$ cat src/rtl/core/tsg_pkg.sv
package tsg_pkg;

  // Configuration register widths and port format
  localparam int unsigned CFG_DIST_W = 12;
  localparam int unsigned CFG_TIME_W = 16;
  localparam int unsigned CFG_DATA_W = 16;
  localparam int unsigned CFG_IDX_W  = 2;

  // Register indexes
  localparam logic [CFG_IDX_W-1:0] CFG_SWIPE_MIN_DIST = 2'd0;
  localparam logic [CFG_IDX_W-1:0] CFG_SWIPE_MAX_DUR  = 2'd1;
  localparam logic [CFG_IDX_W-1:0] CFG_SUPPRESS_DIST  = 2'd2;
  localparam logic [CFG_IDX_W-1:0] CFG_TAP_CONFIRM    = 2'd3;

  // Reset values
  localparam logic [CFG_DIST_W-1:0] RST_SWIPE_MIN_DIST = 12'd80;
  localparam logic [CFG_TIME_W-1:0] RST_SWIPE_MAX_DUR  = 16'd600;
  localparam logic [CFG_DIST_W-1:0] RST_SUPPRESS_DIST  = 12'd30;
  localparam logic [CFG_TIME_W-1:0] RST_TAP_CONFIRM    = 16'd120;

  // Gesture codes
  localparam int unsigned GEST_W = 3;
  localparam logic [GEST_W-1:0] GEST_NONE  = 3'd0;
  localparam logic [GEST_W-1:0] GEST_RIGHT = 3'd1;
  localparam logic [GEST_W-1:0] GEST_LEFT  = 3'd2;
  localparam logic [GEST_W-1:0] GEST_DOWN  = 3'd3;
  localparam logic [GEST_W-1:0] GEST_UP    = 3'd4;

  typedef struct packed {
    logic [CFG_DIST_W-1:0] swipe_min_dist;
    logic [CFG_TIME_W-1:0] swipe_max_dur;
    logic [CFG_DIST_W-1:0] suppress_dist;
    logic [CFG_TIME_W-1:0] tap_confirm;
  } cfg_t;

endpackage

$ cat src/rtl/core/tsg_if.sv
interface tsg_sample_if #(
  parameter int unsigned COORD_BITS = 12,
  parameter int unsigned TIME_BITS  = 32
);
  logic                  valid;
  logic                  ready;
  logic                  pen_down;
  logic [COORD_BITS-1:0] sample_x;
  logic [COORD_BITS-1:0] sample_y;
  logic [TIME_BITS-1:0]  time_ms;

  modport source (output valid, pen_down, sample_x, sample_y, time_ms, input ready);
  modport sink   (input valid, pen_down, sample_x, sample_y, time_ms, output ready);
endinterface

interface tsg_result_if #(
  parameter int unsigned COORD_BITS = 12
);
  logic                  valid;
  logic                  ready;
  logic [2:0]            gesture;
  logic                  press_reported;
  logic [COORD_BITS-1:0] report_x;
  logic [COORD_BITS-1:0] report_y;

  modport source (output valid, gesture, press_reported, report_x, report_y, input ready);
  modport sink   (input valid, gesture, press_reported, report_x, report_y, output ready);
endinterface

$ cat src/rtl/core/tsg_cfg_regs.sv
module tsg_cfg_regs
  import tsg_pkg::*;
(
  input  logic                  clk_i,
  input  logic                  rst_ni,
  input  logic                  cfg_we_i,
  input  logic [CFG_IDX_W-1:0]  cfg_idx_i,
  input  logic [CFG_DATA_W-1:0] cfg_data_i,
  output cfg_t                  cfg_o
);

  cfg_t cfg_q;

  always_ff @(posedge clk_i or negedge rst_ni) begin
    if (!rst_ni) begin
      cfg_q.swipe_min_dist <= RST_SWIPE_MIN_DIST;
      cfg_q.swipe_max_dur  <= RST_SWIPE_MAX_DUR;
      cfg_q.suppress_dist  <= RST_SUPPRESS_DIST;
      cfg_q.tap_confirm    <= RST_TAP_CONFIRM;
    end else if (cfg_we_i) begin
      unique case (cfg_idx_i)
        CFG_SWIPE_MIN_DIST: cfg_q.swipe_min_dist <= cfg_data_i[CFG_DIST_W-1:0];
        CFG_SWIPE_MAX_DUR:  cfg_q.swipe_max_dur  <= cfg_data_i[CFG_TIME_W-1:0];
        CFG_SUPPRESS_DIST:  cfg_q.suppress_dist  <= cfg_data_i[CFG_DIST_W-1:0];
        CFG_TAP_CONFIRM:    cfg_q.tap_confirm    <= cfg_data_i[CFG_TIME_W-1:0];
      endcase
    end
  end

  assign cfg_o = cfg_q;

endmodule

$ cat src/rtl/core/tsg_classify.sv
module tsg_classify
  import tsg_pkg::*;
#(
  parameter int unsigned COORD_BITS = 12
) (
  input  logic [COORD_BITS-1:0] cur_x_i,
  input  logic [COORD_BITS-1:0] cur_y_i,
  input  logic [COORD_BITS-1:0] start_x_i,
  input  logic [COORD_BITS-1:0] start_y_i,
  input  logic [CFG_DIST_W-1:0] min_dist_i,
  output logic [GEST_W-1:0]     gesture_o
);

  localparam int unsigned CW = (COORD_BITS > CFG_DIST_W) ? COORD_BITS : CFG_DIST_W;
  localparam int unsigned PW = COORD_BITS + 2;

  logic [COORD_BITS-1:0] ax, ay;
  logic [PW-1:0]         ax2, ay2, ax3, ay3;
  logic                  x_ok, y_ok;

  always_comb begin
    ax  = (cur_x_i >= start_x_i) ? (cur_x_i - start_x_i) : (start_x_i - cur_x_i);
    ay  = (cur_y_i >= start_y_i) ? (cur_y_i - start_y_i) : (start_y_i - cur_y_i);
    // 1.5 ratio as 2a > 3b, no rounding
    ax2 = {1'b0, ax, 1'b0};
    ay2 = {1'b0, ay, 1'b0};
    ax3 = ax2 + PW'(ax);
    ay3 = ay2 + PW'(ay);
    x_ok = (ax > ay) && (CW'(ax) >= CW'(min_dist_i)) && (ax2 > ay3);
    y_ok = (ay > ax) && (CW'(ay) >= CW'(min_dist_i)) && (ay2 > ax3);
    priority if (x_ok) begin
      gesture_o = (cur_x_i > start_x_i) ? GEST_RIGHT : GEST_LEFT;
    end else if (y_ok) begin
      gesture_o = (cur_y_i > start_y_i) ? GEST_DOWN : GEST_UP;
    end else begin
      gesture_o = GEST_NONE;
    end
  end

endmodule

$ cat src/rtl/core/touch_swipe_gesture_detector.sv
// Channel   Dir  Payload                                         Accepted when
// sample_i  in   pen_down, sample_x, sample_y, time_ms           valid && ready
// result_o  out  gesture, press_reported, report_x, report_y     valid && ready
// cfg       in   cfg_we_i, cfg_idx_i, cfg_data_i                 cfg_we_i high
//
// One item per clock sustained while result_o is not stalled. An accepted item is loaded
// into the input register, then the tracker update moves into the result register
// once that register is free or empties.
// The tracker state is read and written once per item in the second stage.
// rst_ni clears the tracker state, both valid flags and loads the register defaults.
// A stalled result holds the pipeline; the input stage still takes an item
// while it is empty.
module touch_swipe_gesture_detector
  import tsg_pkg::*;
#(
  parameter int unsigned COORD_BITS = 12,
  parameter int unsigned TIME_BITS  = 32
) (
  input  logic                  clk_i,
  input  logic                  rst_ni,
  tsg_sample_if.sink            sample_i,
  tsg_result_if.source          result_o,
  input  logic                  cfg_we_i,
  input  logic [CFG_IDX_W-1:0]  cfg_idx_i,
  input  logic [CFG_DATA_W-1:0] cfg_data_i
);

  cfg_t cfg;

  tsg_cfg_regs u_cfg (
    .clk_i     (clk_i),
    .rst_ni    (rst_ni),
    .cfg_we_i  (cfg_we_i),
    .cfg_idx_i (cfg_idx_i),
    .cfg_data_i(cfg_data_i),
    .cfg_o     (cfg)
  );

  // ---------------------------------------------------------------------------
  // Input register
  // ---------------------------------------------------------------------------
  logic                  in_valid_q;
  logic                  in_pen_q;
  logic [COORD_BITS-1:0] in_x_q, in_y_q;
  logic [TIME_BITS-1:0]  in_time_q;

  logic out_valid_q;
  logic advance;

  // Result register is free, or empties this cycle
  assign advance        = !out_valid_q || result_o.ready;
  assign sample_i.ready = !in_valid_q || advance;

  always_ff @(posedge clk_i or negedge rst_ni) begin
    if (!rst_ni) begin
      in_valid_q <= 1'b0;
    end else if (sample_i.ready) begin
      in_valid_q <= sample_i.valid;
    end
  end

  always_ff @(posedge clk_i) begin
    if (sample_i.ready && sample_i.valid) begin
      in_pen_q  <= sample_i.pen_down;
      in_x_q    <= sample_i.sample_x;
      in_y_q    <= sample_i.sample_y;
      in_time_q <= sample_i.time_ms;
    end
  end

  // ---------------------------------------------------------------------------
  // Tracker state
  // ---------------------------------------------------------------------------
  localparam int unsigned CW = (COORD_BITS > CFG_DIST_W) ? COORD_BITS : CFG_DIST_W;

  logic                  tracking_q, tracking_d;
  logic                  swipe_q, swipe_d;
  logic                  was_down_q;
  logic [COORD_BITS-1:0] start_x_q, start_x_d, start_y_q, start_y_d;
  logic [TIME_BITS-1:0]  start_time_q, start_time_d;
  logic [COORD_BITS-1:0] last_x_q, last_x_d, last_y_q, last_y_d;

  logic                  press, release_ev, trk1, sw1, sw2, move_hit;
  logic [COORD_BITS-1:0] dx, dy;
  logic [TIME_BITS-1:0]  dt;
  logic [GEST_W-1:0]     class_code, gesture_d;
  logic                  pressed_d;

  tsg_classify #(
    .COORD_BITS(COORD_BITS)
  ) u_classify (
    .cur_x_i   (last_x_d),
    .cur_y_i   (last_y_d),
    .start_x_i (start_x_d),
    .start_y_i (start_y_d),
    .min_dist_i(cfg.swipe_min_dist),
    .gesture_o (class_code)
  );

  always_comb begin
    // Latch coordinates only while the pen is down
    last_x_d = in_pen_q ? in_x_q : last_x_q;
    last_y_d = in_pen_q ? in_y_q : last_y_q;

    // Press: restart tracking from this sample
    press        = in_pen_q && !was_down_q;
    trk1         = press ? 1'b1 : tracking_q;
    sw1          = press ? 1'b0 : swipe_q;
    start_x_d    = press ? last_x_d : start_x_q;
    start_y_d    = press ? last_y_d : start_y_q;
    start_time_d = press ? in_time_q : start_time_q;

    // Travel from the start point marks a swipe
    dx = (last_x_d >= start_x_d) ? (last_x_d - start_x_d) : (start_x_d - last_x_d);
    dy = (last_y_d >= start_y_d) ? (last_y_d - start_y_d) : (start_y_d - last_y_d);
    move_hit = (CW'(dx) >= CW'(cfg.suppress_dist)) || (CW'(dy) >= CW'(cfg.suppress_dist));
    sw2 = (in_pen_q && trk1 && !sw1 && move_hit) ? 1'b1 : sw1;

    // Press duration wraps with the timestamp
    dt = in_time_q - start_time_d;

    // Release: classify a qualifying swipe, then drop tracking
    release_ev = !in_pen_q && was_down_q && trk1;
    gesture_d  = GEST_NONE;
    if (release_ev && sw2 && (dt <= TIME_BITS'(cfg.swipe_max_dur))) begin
      gesture_d = class_code;
    end
    tracking_d = release_ev ? 1'b0 : trk1;
    swipe_d    = release_ev ? 1'b0 : sw2;

    // Pointer view: hold off during a swipe and the tap-confirm window
    priority if (swipe_d) begin
      pressed_d = 1'b0;
    end else if (in_pen_q && tracking_d && (dt < TIME_BITS'(cfg.tap_confirm))) begin
      pressed_d = 1'b0;
    end else begin
      pressed_d = in_pen_q;
    end
  end

  logic step;
  assign step = in_valid_q && advance;

  always_ff @(posedge clk_i or negedge rst_ni) begin
    if (!rst_ni) begin
      tracking_q   <= 1'b0;
      swipe_q      <= 1'b0;
      was_down_q   <= 1'b0;
      start_x_q    <= '0;
      start_y_q    <= '0;
      start_time_q <= '0;
      last_x_q     <= '0;
      last_y_q     <= '0;
    end else if (step) begin
      tracking_q   <= tracking_d;
      swipe_q      <= swipe_d;
      was_down_q   <= in_pen_q;
      start_x_q    <= start_x_d;
      start_y_q    <= start_y_d;
      start_time_q <= start_time_d;
      last_x_q     <= last_x_d;
      last_y_q     <= last_y_d;
    end
  end

  // ---------------------------------------------------------------------------
  // Result register
  // ---------------------------------------------------------------------------
  logic [GEST_W-1:0]     out_gesture_q;
  logic                  out_pressed_q;
  logic [COORD_BITS-1:0] out_x_q, out_y_q;

  always_ff @(posedge clk_i or negedge rst_ni) begin
    if (!rst_ni) begin
      out_valid_q <= 1'b0;
    end else if (advance) begin
      out_valid_q <= in_valid_q;
    end
  end

  always_ff @(posedge clk_i) begin
    if (step) begin
      out_gesture_q <= gesture_d;
      out_pressed_q <= pressed_d;
      out_x_q       <= last_x_d;
      out_y_q       <= last_y_d;
    end
  end

  assign result_o.valid          = out_valid_q;
  assign result_o.gesture        = out_gesture_q;
  assign result_o.press_reported = out_pressed_q;
  assign result_o.report_x       = out_x_q;
  assign result_o.report_y       = out_y_q;

endmodule

$ cat src/flat_wrapper.sv
// flat-port wrapper written by rule: the top's interface ports become plain ports
module touch_swipe_gesture_detector_flat import tsg_pkg::*;
#(
  parameter int unsigned COORD_BITS = 12,
  parameter int unsigned TIME_BITS  = 32
)
  (clk_i, rst_ni, cfg_we_i, cfg_idx_i, cfg_data_i, sample_i_valid, sample_i_pen_down, sample_i_sample_x, sample_i_sample_y, sample_i_time_ms, sample_i_ready, result_o_valid, result_o_gesture, result_o_press_reported, result_o_report_x, result_o_report_y, result_o_ready);
  tsg_sample_if #(.COORD_BITS(COORD_BITS), .TIME_BITS(TIME_BITS)) sample_i_i ();
  tsg_result_if #(.COORD_BITS(COORD_BITS)) result_o_i ();
  input  logic clk_i;
  input  logic rst_ni;
  input  logic cfg_we_i;
  input  logic [CFG_IDX_W-1:0] cfg_idx_i;
  input  logic [CFG_DATA_W-1:0] cfg_data_i;
  input wire logic [$bits(sample_i_i.valid)-1:0] sample_i_valid;
  input wire logic [$bits(sample_i_i.pen_down)-1:0] sample_i_pen_down;
  input wire logic [$bits(sample_i_i.sample_x)-1:0] sample_i_sample_x;
  input wire logic [$bits(sample_i_i.sample_y)-1:0] sample_i_sample_y;
  input wire logic [$bits(sample_i_i.time_ms)-1:0] sample_i_time_ms;
  output wire logic [$bits(sample_i_i.ready)-1:0] sample_i_ready;
  output wire logic [$bits(result_o_i.valid)-1:0] result_o_valid;
  output wire logic [$bits(result_o_i.gesture)-1:0] result_o_gesture;
  output wire logic [$bits(result_o_i.press_reported)-1:0] result_o_press_reported;
  output wire logic [$bits(result_o_i.report_x)-1:0] result_o_report_x;
  output wire logic [$bits(result_o_i.report_y)-1:0] result_o_report_y;
  input wire logic [$bits(result_o_i.ready)-1:0] result_o_ready;
  assign sample_i_i.valid = sample_i_valid;
  assign sample_i_i.pen_down = sample_i_pen_down;
  assign sample_i_i.sample_x = sample_i_sample_x;
  assign sample_i_i.sample_y = sample_i_sample_y;
  assign sample_i_i.time_ms = sample_i_time_ms;
  assign sample_i_ready = sample_i_i.ready;
  assign result_o_valid = result_o_i.valid;
  assign result_o_gesture = result_o_i.gesture;
  assign result_o_press_reported = result_o_i.press_reported;
  assign result_o_report_x = result_o_i.report_x;
  assign result_o_report_y = result_o_i.report_y;
  assign result_o_i.ready = result_o_ready;
  touch_swipe_gesture_detector #(.COORD_BITS(COORD_BITS), .TIME_BITS(TIME_BITS)) u_core (.clk_i(clk_i), .rst_ni(rst_ni), .sample_i(sample_i_i), .result_o(result_o_i), .cfg_we_i(cfg_we_i), .cfg_idx_i(cfg_idx_i), .cfg_data_i(cfg_data_i));
endmodule
$ cat config.mk
export PLATFORM = sky130hd
export DESIGN_NAME = touch_swipe_gesture_detector_flat
export DESIGN_NICKNAME = d
export VERILOG_FILES = /design/src/rtl/core/tsg_pkg.sv /design/src/rtl/core/tsg_if.sv /design/src/rtl/core/tsg_cfg_regs.sv /design/src/rtl/core/tsg_classify.sv /design/src/rtl/core/touch_swipe_gesture_detector.sv /design/src/flat_wrapper.sv
export SDC_FILE = /design/constraint.sdc
export NUM_CORES = 1
export LEC_CHECK = 0
export BUFFER_PORTS_ARGS = -buffer_cell sky130_fd_sc_hd__buf_2
export CORE_ASPECT_RATIO = 0.5
export CORE_MARGIN = 5
export CORE_UTILIZATION = 40
export CTS_CLUSTER_SIZE = 25
export DETAILED_ROUTE_END_ITERATION = 12
export PLACE_DENSITY = 0.63
export SLEW_MARGIN = 0
export SYNTH_ARGS = -nofsm -noshare
export SYNTH_HDL_FRONTEND = slang
export SYNTH_SLANG_ARGS = --single-unit
$ cat constraint.sdc
create_clock -name clk_i -period 8.55 [get_ports clk_i]
set_input_delay 1.2825 -clock clk_i [delete_from_list [all_inputs] [get_ports clk_i]]
set_output_delay 1.2825 -clock clk_i [all_outputs]
set_load 0.005 [all_outputs]
Word level (Yosys, flattened, before mapping)
Cells that the tools add are included.

Add/subtract/negate cells: 7. Order comparisons: 14. Equal/unequal tests: 3. Mux-type cells: 16. Reduce and logical (&&, ||, !) cells: 30.

Operators with widths (count): $ge 12x12->1 (6); $mux 12 (6); $gt 12x12->1 (4); $sub 12x12->12 (4); $le 32x16->1 (1); $lt 32x16->1 (1); $mux 32 (1); $sub 32x32->32 (1); $add 13x12->14 (2); $gt 13x14->1 (2); $logic_and 1x1->1 (16); $mux 3 (3); $reduce_and 2->1 (4); $logic_not 1->1 (5); $mux 1 (5); $eq 2x2->1 const B (2); $logic_or 1x1->1 (3); $eq 2x1->1 const B (1); $logic_not 2->1 (1); $mux 2 (1); $reduce_or 2->1 (1).

Register bits after elaboration: 226. Output and inout bits: 30.

Longest topological paths before layout
Depth after elaboration: 11. Mapped depth: 35.

Hierarchy
Synthesis repeated with hierarchy kept, for this count alone.

Cells, all modules: 1855. Area, all modules: 18575.3 um^2.

By module, submodules not included: touch_swipe_gesture_detector (times used 1, cells an instance 1149, area each 11858.9 um^2); tsg_classify (times used 1, cells an instance 586, area each 4475.5 um^2); tsg_cfg_regs (times used 1, cells an instance 120, area each 2240.9 um^2).

Worst setup path after synthesis
No wires, ideal clock.

Path kind: register -> register. Start point: reg u_core.in_pen_q. End point: reg u_core.out_gesture_q[0] (netlist: u_core.result_o.gesture[0]), data pin. Setup time: 0.167 ns. Arrival: 7.335 ns. Data required time: 8.383 ns. Path slack: 1.048 ns. Stages on the path, launching flop included: 36. Path buffers: 6. Path through: edfxtp_1 clkbuf_1 nand2_1 buf_1 clkbuf_1 mux2i_1 inv_1 ha_1 buf_2 and4_1 nand4_1 nor3b_1 a21oi_1 buf_2 clkbuf_1 mux2i_1 xnor2_1 ha_1 a21oi_1 nor2b_1 o21a_1 o22a_1 a21o_1 a21oi_1 nor2_1 o41ai_1 xor2_1 ha_1 nand3_1 nor4_1 a221oi_1 o221ai_1 a21oi_1 nand4b_1 a311o_1 a211oi_1.

Longest elaborated chain between the ends: 10. Elaborated cells between the ends (all ways): 49. Classes of those cells: add/sub: 7; order compare: 13; mux: 14; reduce/logical: 15.

Ends and longest elaborated chain: start: declaration (RTL line touch_swipe_gesture_detector.sv:43) `logic in_pen_q;`; start signal: assignment (RTL line touch_swipe_gesture_detector.sv:64) `in_pen_q <= sample_i.pen_down;`; $mux 12 or $logic_and 1x1->1 (tied branches) (RTL line touch_swipe_gesture_detector.sv:103, touch_swipe_gesture_detector.sv:106); $mux 12 (*) (RTL line touch_swipe_gesture_detector.sv:110) `start_y_d = press ? last_y_d : start_y_q;`; via u_core.start_y_d[5] (RTL line touch_swipe_gesture_detector.sv:79) `logic [COORD_BITS-1:0] start_x_q, start_x_d, start_y_q, start_y_d;`; parallel branches: the longest is 8 deep, another holds $add 13x12->14; end signal: assignment (RTL line touch_swipe_gesture_detector.sv:183) `out_gesture_q <= gesture_d;`; end: declaration (RTL line touch_swipe_gesture_detector.sv:169) `logic [GEST_W-1:0] out_gesture_q;`.

Mark *: on every way through the listed nets, which the timed path passes. A chain may end at the register's enable or synchronous reset.

Worst setup path after layout
Start point: reg u_core.was_down_q. End point: reg u_core.out_gesture_q[0] (netlist: u_core.result_o.gesture[0]), data pin.

Longest elaborated chain between the ends: 11. Elaborated cells between the ends (all ways): 47. Classes of those cells: add/sub: 7; order compare: 13; mux: 12; reduce/logical: 15.

Ends and longest elaborated chain: start: declaration (RTL line touch_swipe_gesture_detector.sv:78) `logic was_down_q;`; start signal: assignment (RTL line touch_swipe_gesture_detector.sv:157) `was_down_q <= in_pen_q;`; $logic_not 1->1 (*) (RTL line touch_swipe_gesture_detector.sv:106) `press = in_pen_q && !was_down_q;`; $logic_and 1x1->1 (*) (RTL line touch_swipe_gesture_detector.sv:106); $mux 12 (*) (RTL line touch_swipe_gesture_detector.sv:110); via u_core.start_y_d[4] (RTL line touch_swipe_gesture_detector.sv:79); parallel branches: the longest is 8 deep, another holds $add 13x12->14.

Marked as above.

==> results.py <==
metrics = {
    "run_status": {
        "status": "completed",
    },
    "place": {
        "gp_congestion": 0.884,
        "placedCellCount": 2229,
        "port_buffers": 109,
        "hpwlAfterDp_mm": 29.6,
    },
    "logic_synthesis": {
        "synth-edff-count": 85,
        "syn-cell-area_sq_mm": 0.0165,
        "synth_warnings": 0,
        "synth_fp_nets": 1904,
        "syn_area_per_cell_sq_um": 10.3,
        "netlist_top_cells_area": "dfrtp_1, ha_1, edfxtp_1",
        "synthCells": 1605,
        "async_reset_ff_frac": 0.624,
        "ys_ff_latch": 226,
        "yosysTopAreaCell": "dfrtp_1",
        "synth-main-ff-cell": "dfrtp_1",
        "yosys.area.top_type_share": 0.193,
        "ys_seq_area_frac": 0.370,
        "synth_cell_type_count": 80,
    },
    "sta": {
        "max_freq_mhz": 127,
        "hold_viol": 0,
        "drv_slew": 0,
        "tightest_slew_ns": 0.983,
        "setup_viol": 0,
        "slew_headroom": 0.340,
        "rsz0062_at_grt": "false",
        "post-route-min-period_ns": 7.88,
        "finalCritPeriodShare": 0.922,
        "skew_ns": 0.0207,
        "tns_ns": 0,
    },
    "floorplan": {
        "chipHeight_um": 154,
        "die_w_um": 297,
        "rows": 52,
        "io_pins": 110,
        "core-area_sq_mm": 0.0405,
        "start_util": 0.406,
        "die_area_sq_mm": 0.0456,
    },
    "detailed_routing": {
        "route.detailed.drc": 0,
        "drtPass1Iterations": 4,
        "avgRoutedWirePerCell_um": 17.3,
        "finalWirelength_mm": 39.4,
        "routed_via_density": 5.34,
        "final_antenna_net_count": 0,
        "initialDrtViolationCount": 702,
        "vias": 12100,
    },
    "clock_tree": {
        "cts_tree": "built",
        "root_buffer": "clkbuf_16",
        "path_clk_slew_ns": 0.07,
        "post_cts_buffers": 0,
        "cts_max_path_buffers": 3,
        "cts_made_buffers": 24,
        "hold_buffers": 0,
        "htree_levels": 1,
        "clock_sinks": 226,
        "cts_resized": 0,
        "insertion_delay_ns": 0.56,
    },
    "finish": {
        "syn_to_final_growth_pct": 12.5,
        "fillers": 3835,
        "diodes": 0,
        "fin_cells": 2273,
        "drive_gt1_frac": 0.189,
        "nNetsFinal": 2014,
    },
    "global_routing": {
        "grt_max_degree": 89,
        "grt_pass1_vias": 12200,
        "antenna_found_initial": 0,
        "grt-ovfl-total": 0,
        "grt_pass1_wl_mm": 63.9,
        "grtUsageTotal": 0.169,
    },
    "critical_path": {
        "slowest_delay_ns": 0.53,
        "crit_required_ns": 8.92,
        "cp_common_cell": "a21oi_1",
        "cp_max_fo": 31,
        "critPathLaunchType": "flop",
        "critPathArrivalTime_ns": 8.25,
        "end_kind": "flop",
        "critical_path_class": "reg -> reg",
        "cp_slowest_cell": "a21boi_0",
    },
    "min_path": {
        "hold_path_class": "reg -> reg",
    },
    "job": {
        "cap_violations": 0,
    },
}
## cell usage in the layout, fill, tap and decap left out, drive strengths merged, types with 25 or more instances in the layout
master,Yosys,routed
dfrtp,127,127
nor2,62,62
xor2,29,29
edfxtp,85,85
a21oi,98,98
clkbuf,30,31
ha,213,213
nand2b,26,26
mux2,112,112
nand3,25,25
inv,138,143
o21ai,103,103
mux2i,88,88
xnor2,34,34
nand2,103,103
buf,18,132
a21o,48,48
## synth_stat cells, types with 8 or more instances
cell type / count
a211o_1: 10
a211oi_1: 16
a21boi_0: 8
a21o_1: 48
a21oi_1: 98
a31oi_1: 9
buf_2: 11
clkbuf_1: 28
dfrtp_1: 127
dfstp_2: 14
edfxtp_1: 85
ha_1: 213
inv_1: 137
mux2_2: 112
mux2i_1: 88
nand2_1: 103
nand2b_1: 26
nand3_1: 25
nand4_1: 16
nor2_1: 61
nor2b_1: 16
nor3_1: 20
o211ai_1: 9
o21a_1: 19
o21ai_0: 102
xnor2_1: 34
xor2_1: 29
## metrics by stage
stage / hold slack [ns] / util / area, sq um / setup WS, ns
finish: 0.482 / 0.457 / 18500 / 0.670
global route: 0.498 / 0.457 / 18500 / 0.0973
CTS: 0.484 / 0.457 / 18500 / 0.813
detailed placement: 0.470 / 0.437 / 17700 / 0.860
global placement: 0.462 / 0.437 / 17700 / 1.04
floorplan: 0.449 / - / 16500 / 1.05
## final cells by class
cell class / count / area (sq um) / share of cell area
clock inverter: 13 / 113 / 0.00607
clock buffer: 31 / 732 / 0.0395
multi-input combinational: 1193 / 9680 / 0.522
inverter: 138 / 518 / 0.0279
tap: 540 / 676 / 0.0364
sequential: 226 / 6100 / 0.329
timing repair buffer: 132 / 724 / 0.0391
## sequential cells by signal, indices dropped and copies added, names as in the netlist, 3 cells and up
name and cells:
u_core.in_time_q 32, u_core.in_x_q 12, u_core.in_y_q 12, u_core.last_x_q 12
u_core.last_y_q 12, u_core.result_o.gesture 3, u_core.result_o.report_x 12, u_core.result_o.report_y 12
u_core.start_time_q 32, u_core.start_x_q 12, u_core.start_y_q 12, u_core.u_cfg.cfg_o 56
## per-layer routing
metal	routed length, um	vias up	global-route usage
li1	-	6066	-
met1	18900	5873	0.228
met2	18500	148	0.291
met3	1240	46	0.0254
met4	774	0	0.0363
met5	0	-	0
## worst paths after layout
kind / cells past startpoint / slack [ns] / endpoint / from
max: 32 / 0.67 / u_core.result_o.gesture[0] / u_core.was_down_q
min reg2reg: 2 / 0.48 / u_core.last_x_q[9] / u_core.last_x_q[9]
max reg2reg: 32 / 0.67 / u_core.result_o.gesture[0] / u_core.was_down_q
max in group asynchronous: 2 / 6.45 / u_core.last_x_q[8] / rst_ni
min in group asynchronous: 1 / 0.81 / u_core.u_cfg.cfg_o[40] / rst_ni
min: 2 / 0.48 / u_core.last_x_q[9] / u_core.last_x_q[9]
## cells by family (layout without fill, tap and decap cells)
logic type | count (synthesis) | count (layout) | synth area share
AO/OA/AOI/OAI | 389 | 389 | 0.155
AND/OR/NAND/NOR | 320 | 320 | 0.0970
flip-flops | 226 | 226 | 0.370
adder cells (fa/ha/maj) | 221 | 221 | 0.170
multiplexers | 200 | 200 | 0.130
buffers and inverters | 186 | 314 | 0.0440
XOR/XNOR | 63 | 63 | 0.0335
## worst max-delay path: cells and delay by family, from the launching register on
| kind | cells | cell delay (ns) |
|---|---|---|
| DFF | 1 | 0.47 |
| and+or+nand+nor | 10 | 1.94 |
| buffers and inverters | 3 | 0.49 |
| xor gates and xnor gates | 1 | 0.18 |
| adders and majority gates | 3 | 1.00 |
| AOI/OAI and AO/OA | 14 | 3.22 |
| muxes | 1 | 0.32 |
Power is left out: the tool's default activity adds up to more than one toggle a clock period on the data nets, which glitch-free logic cannot reach.
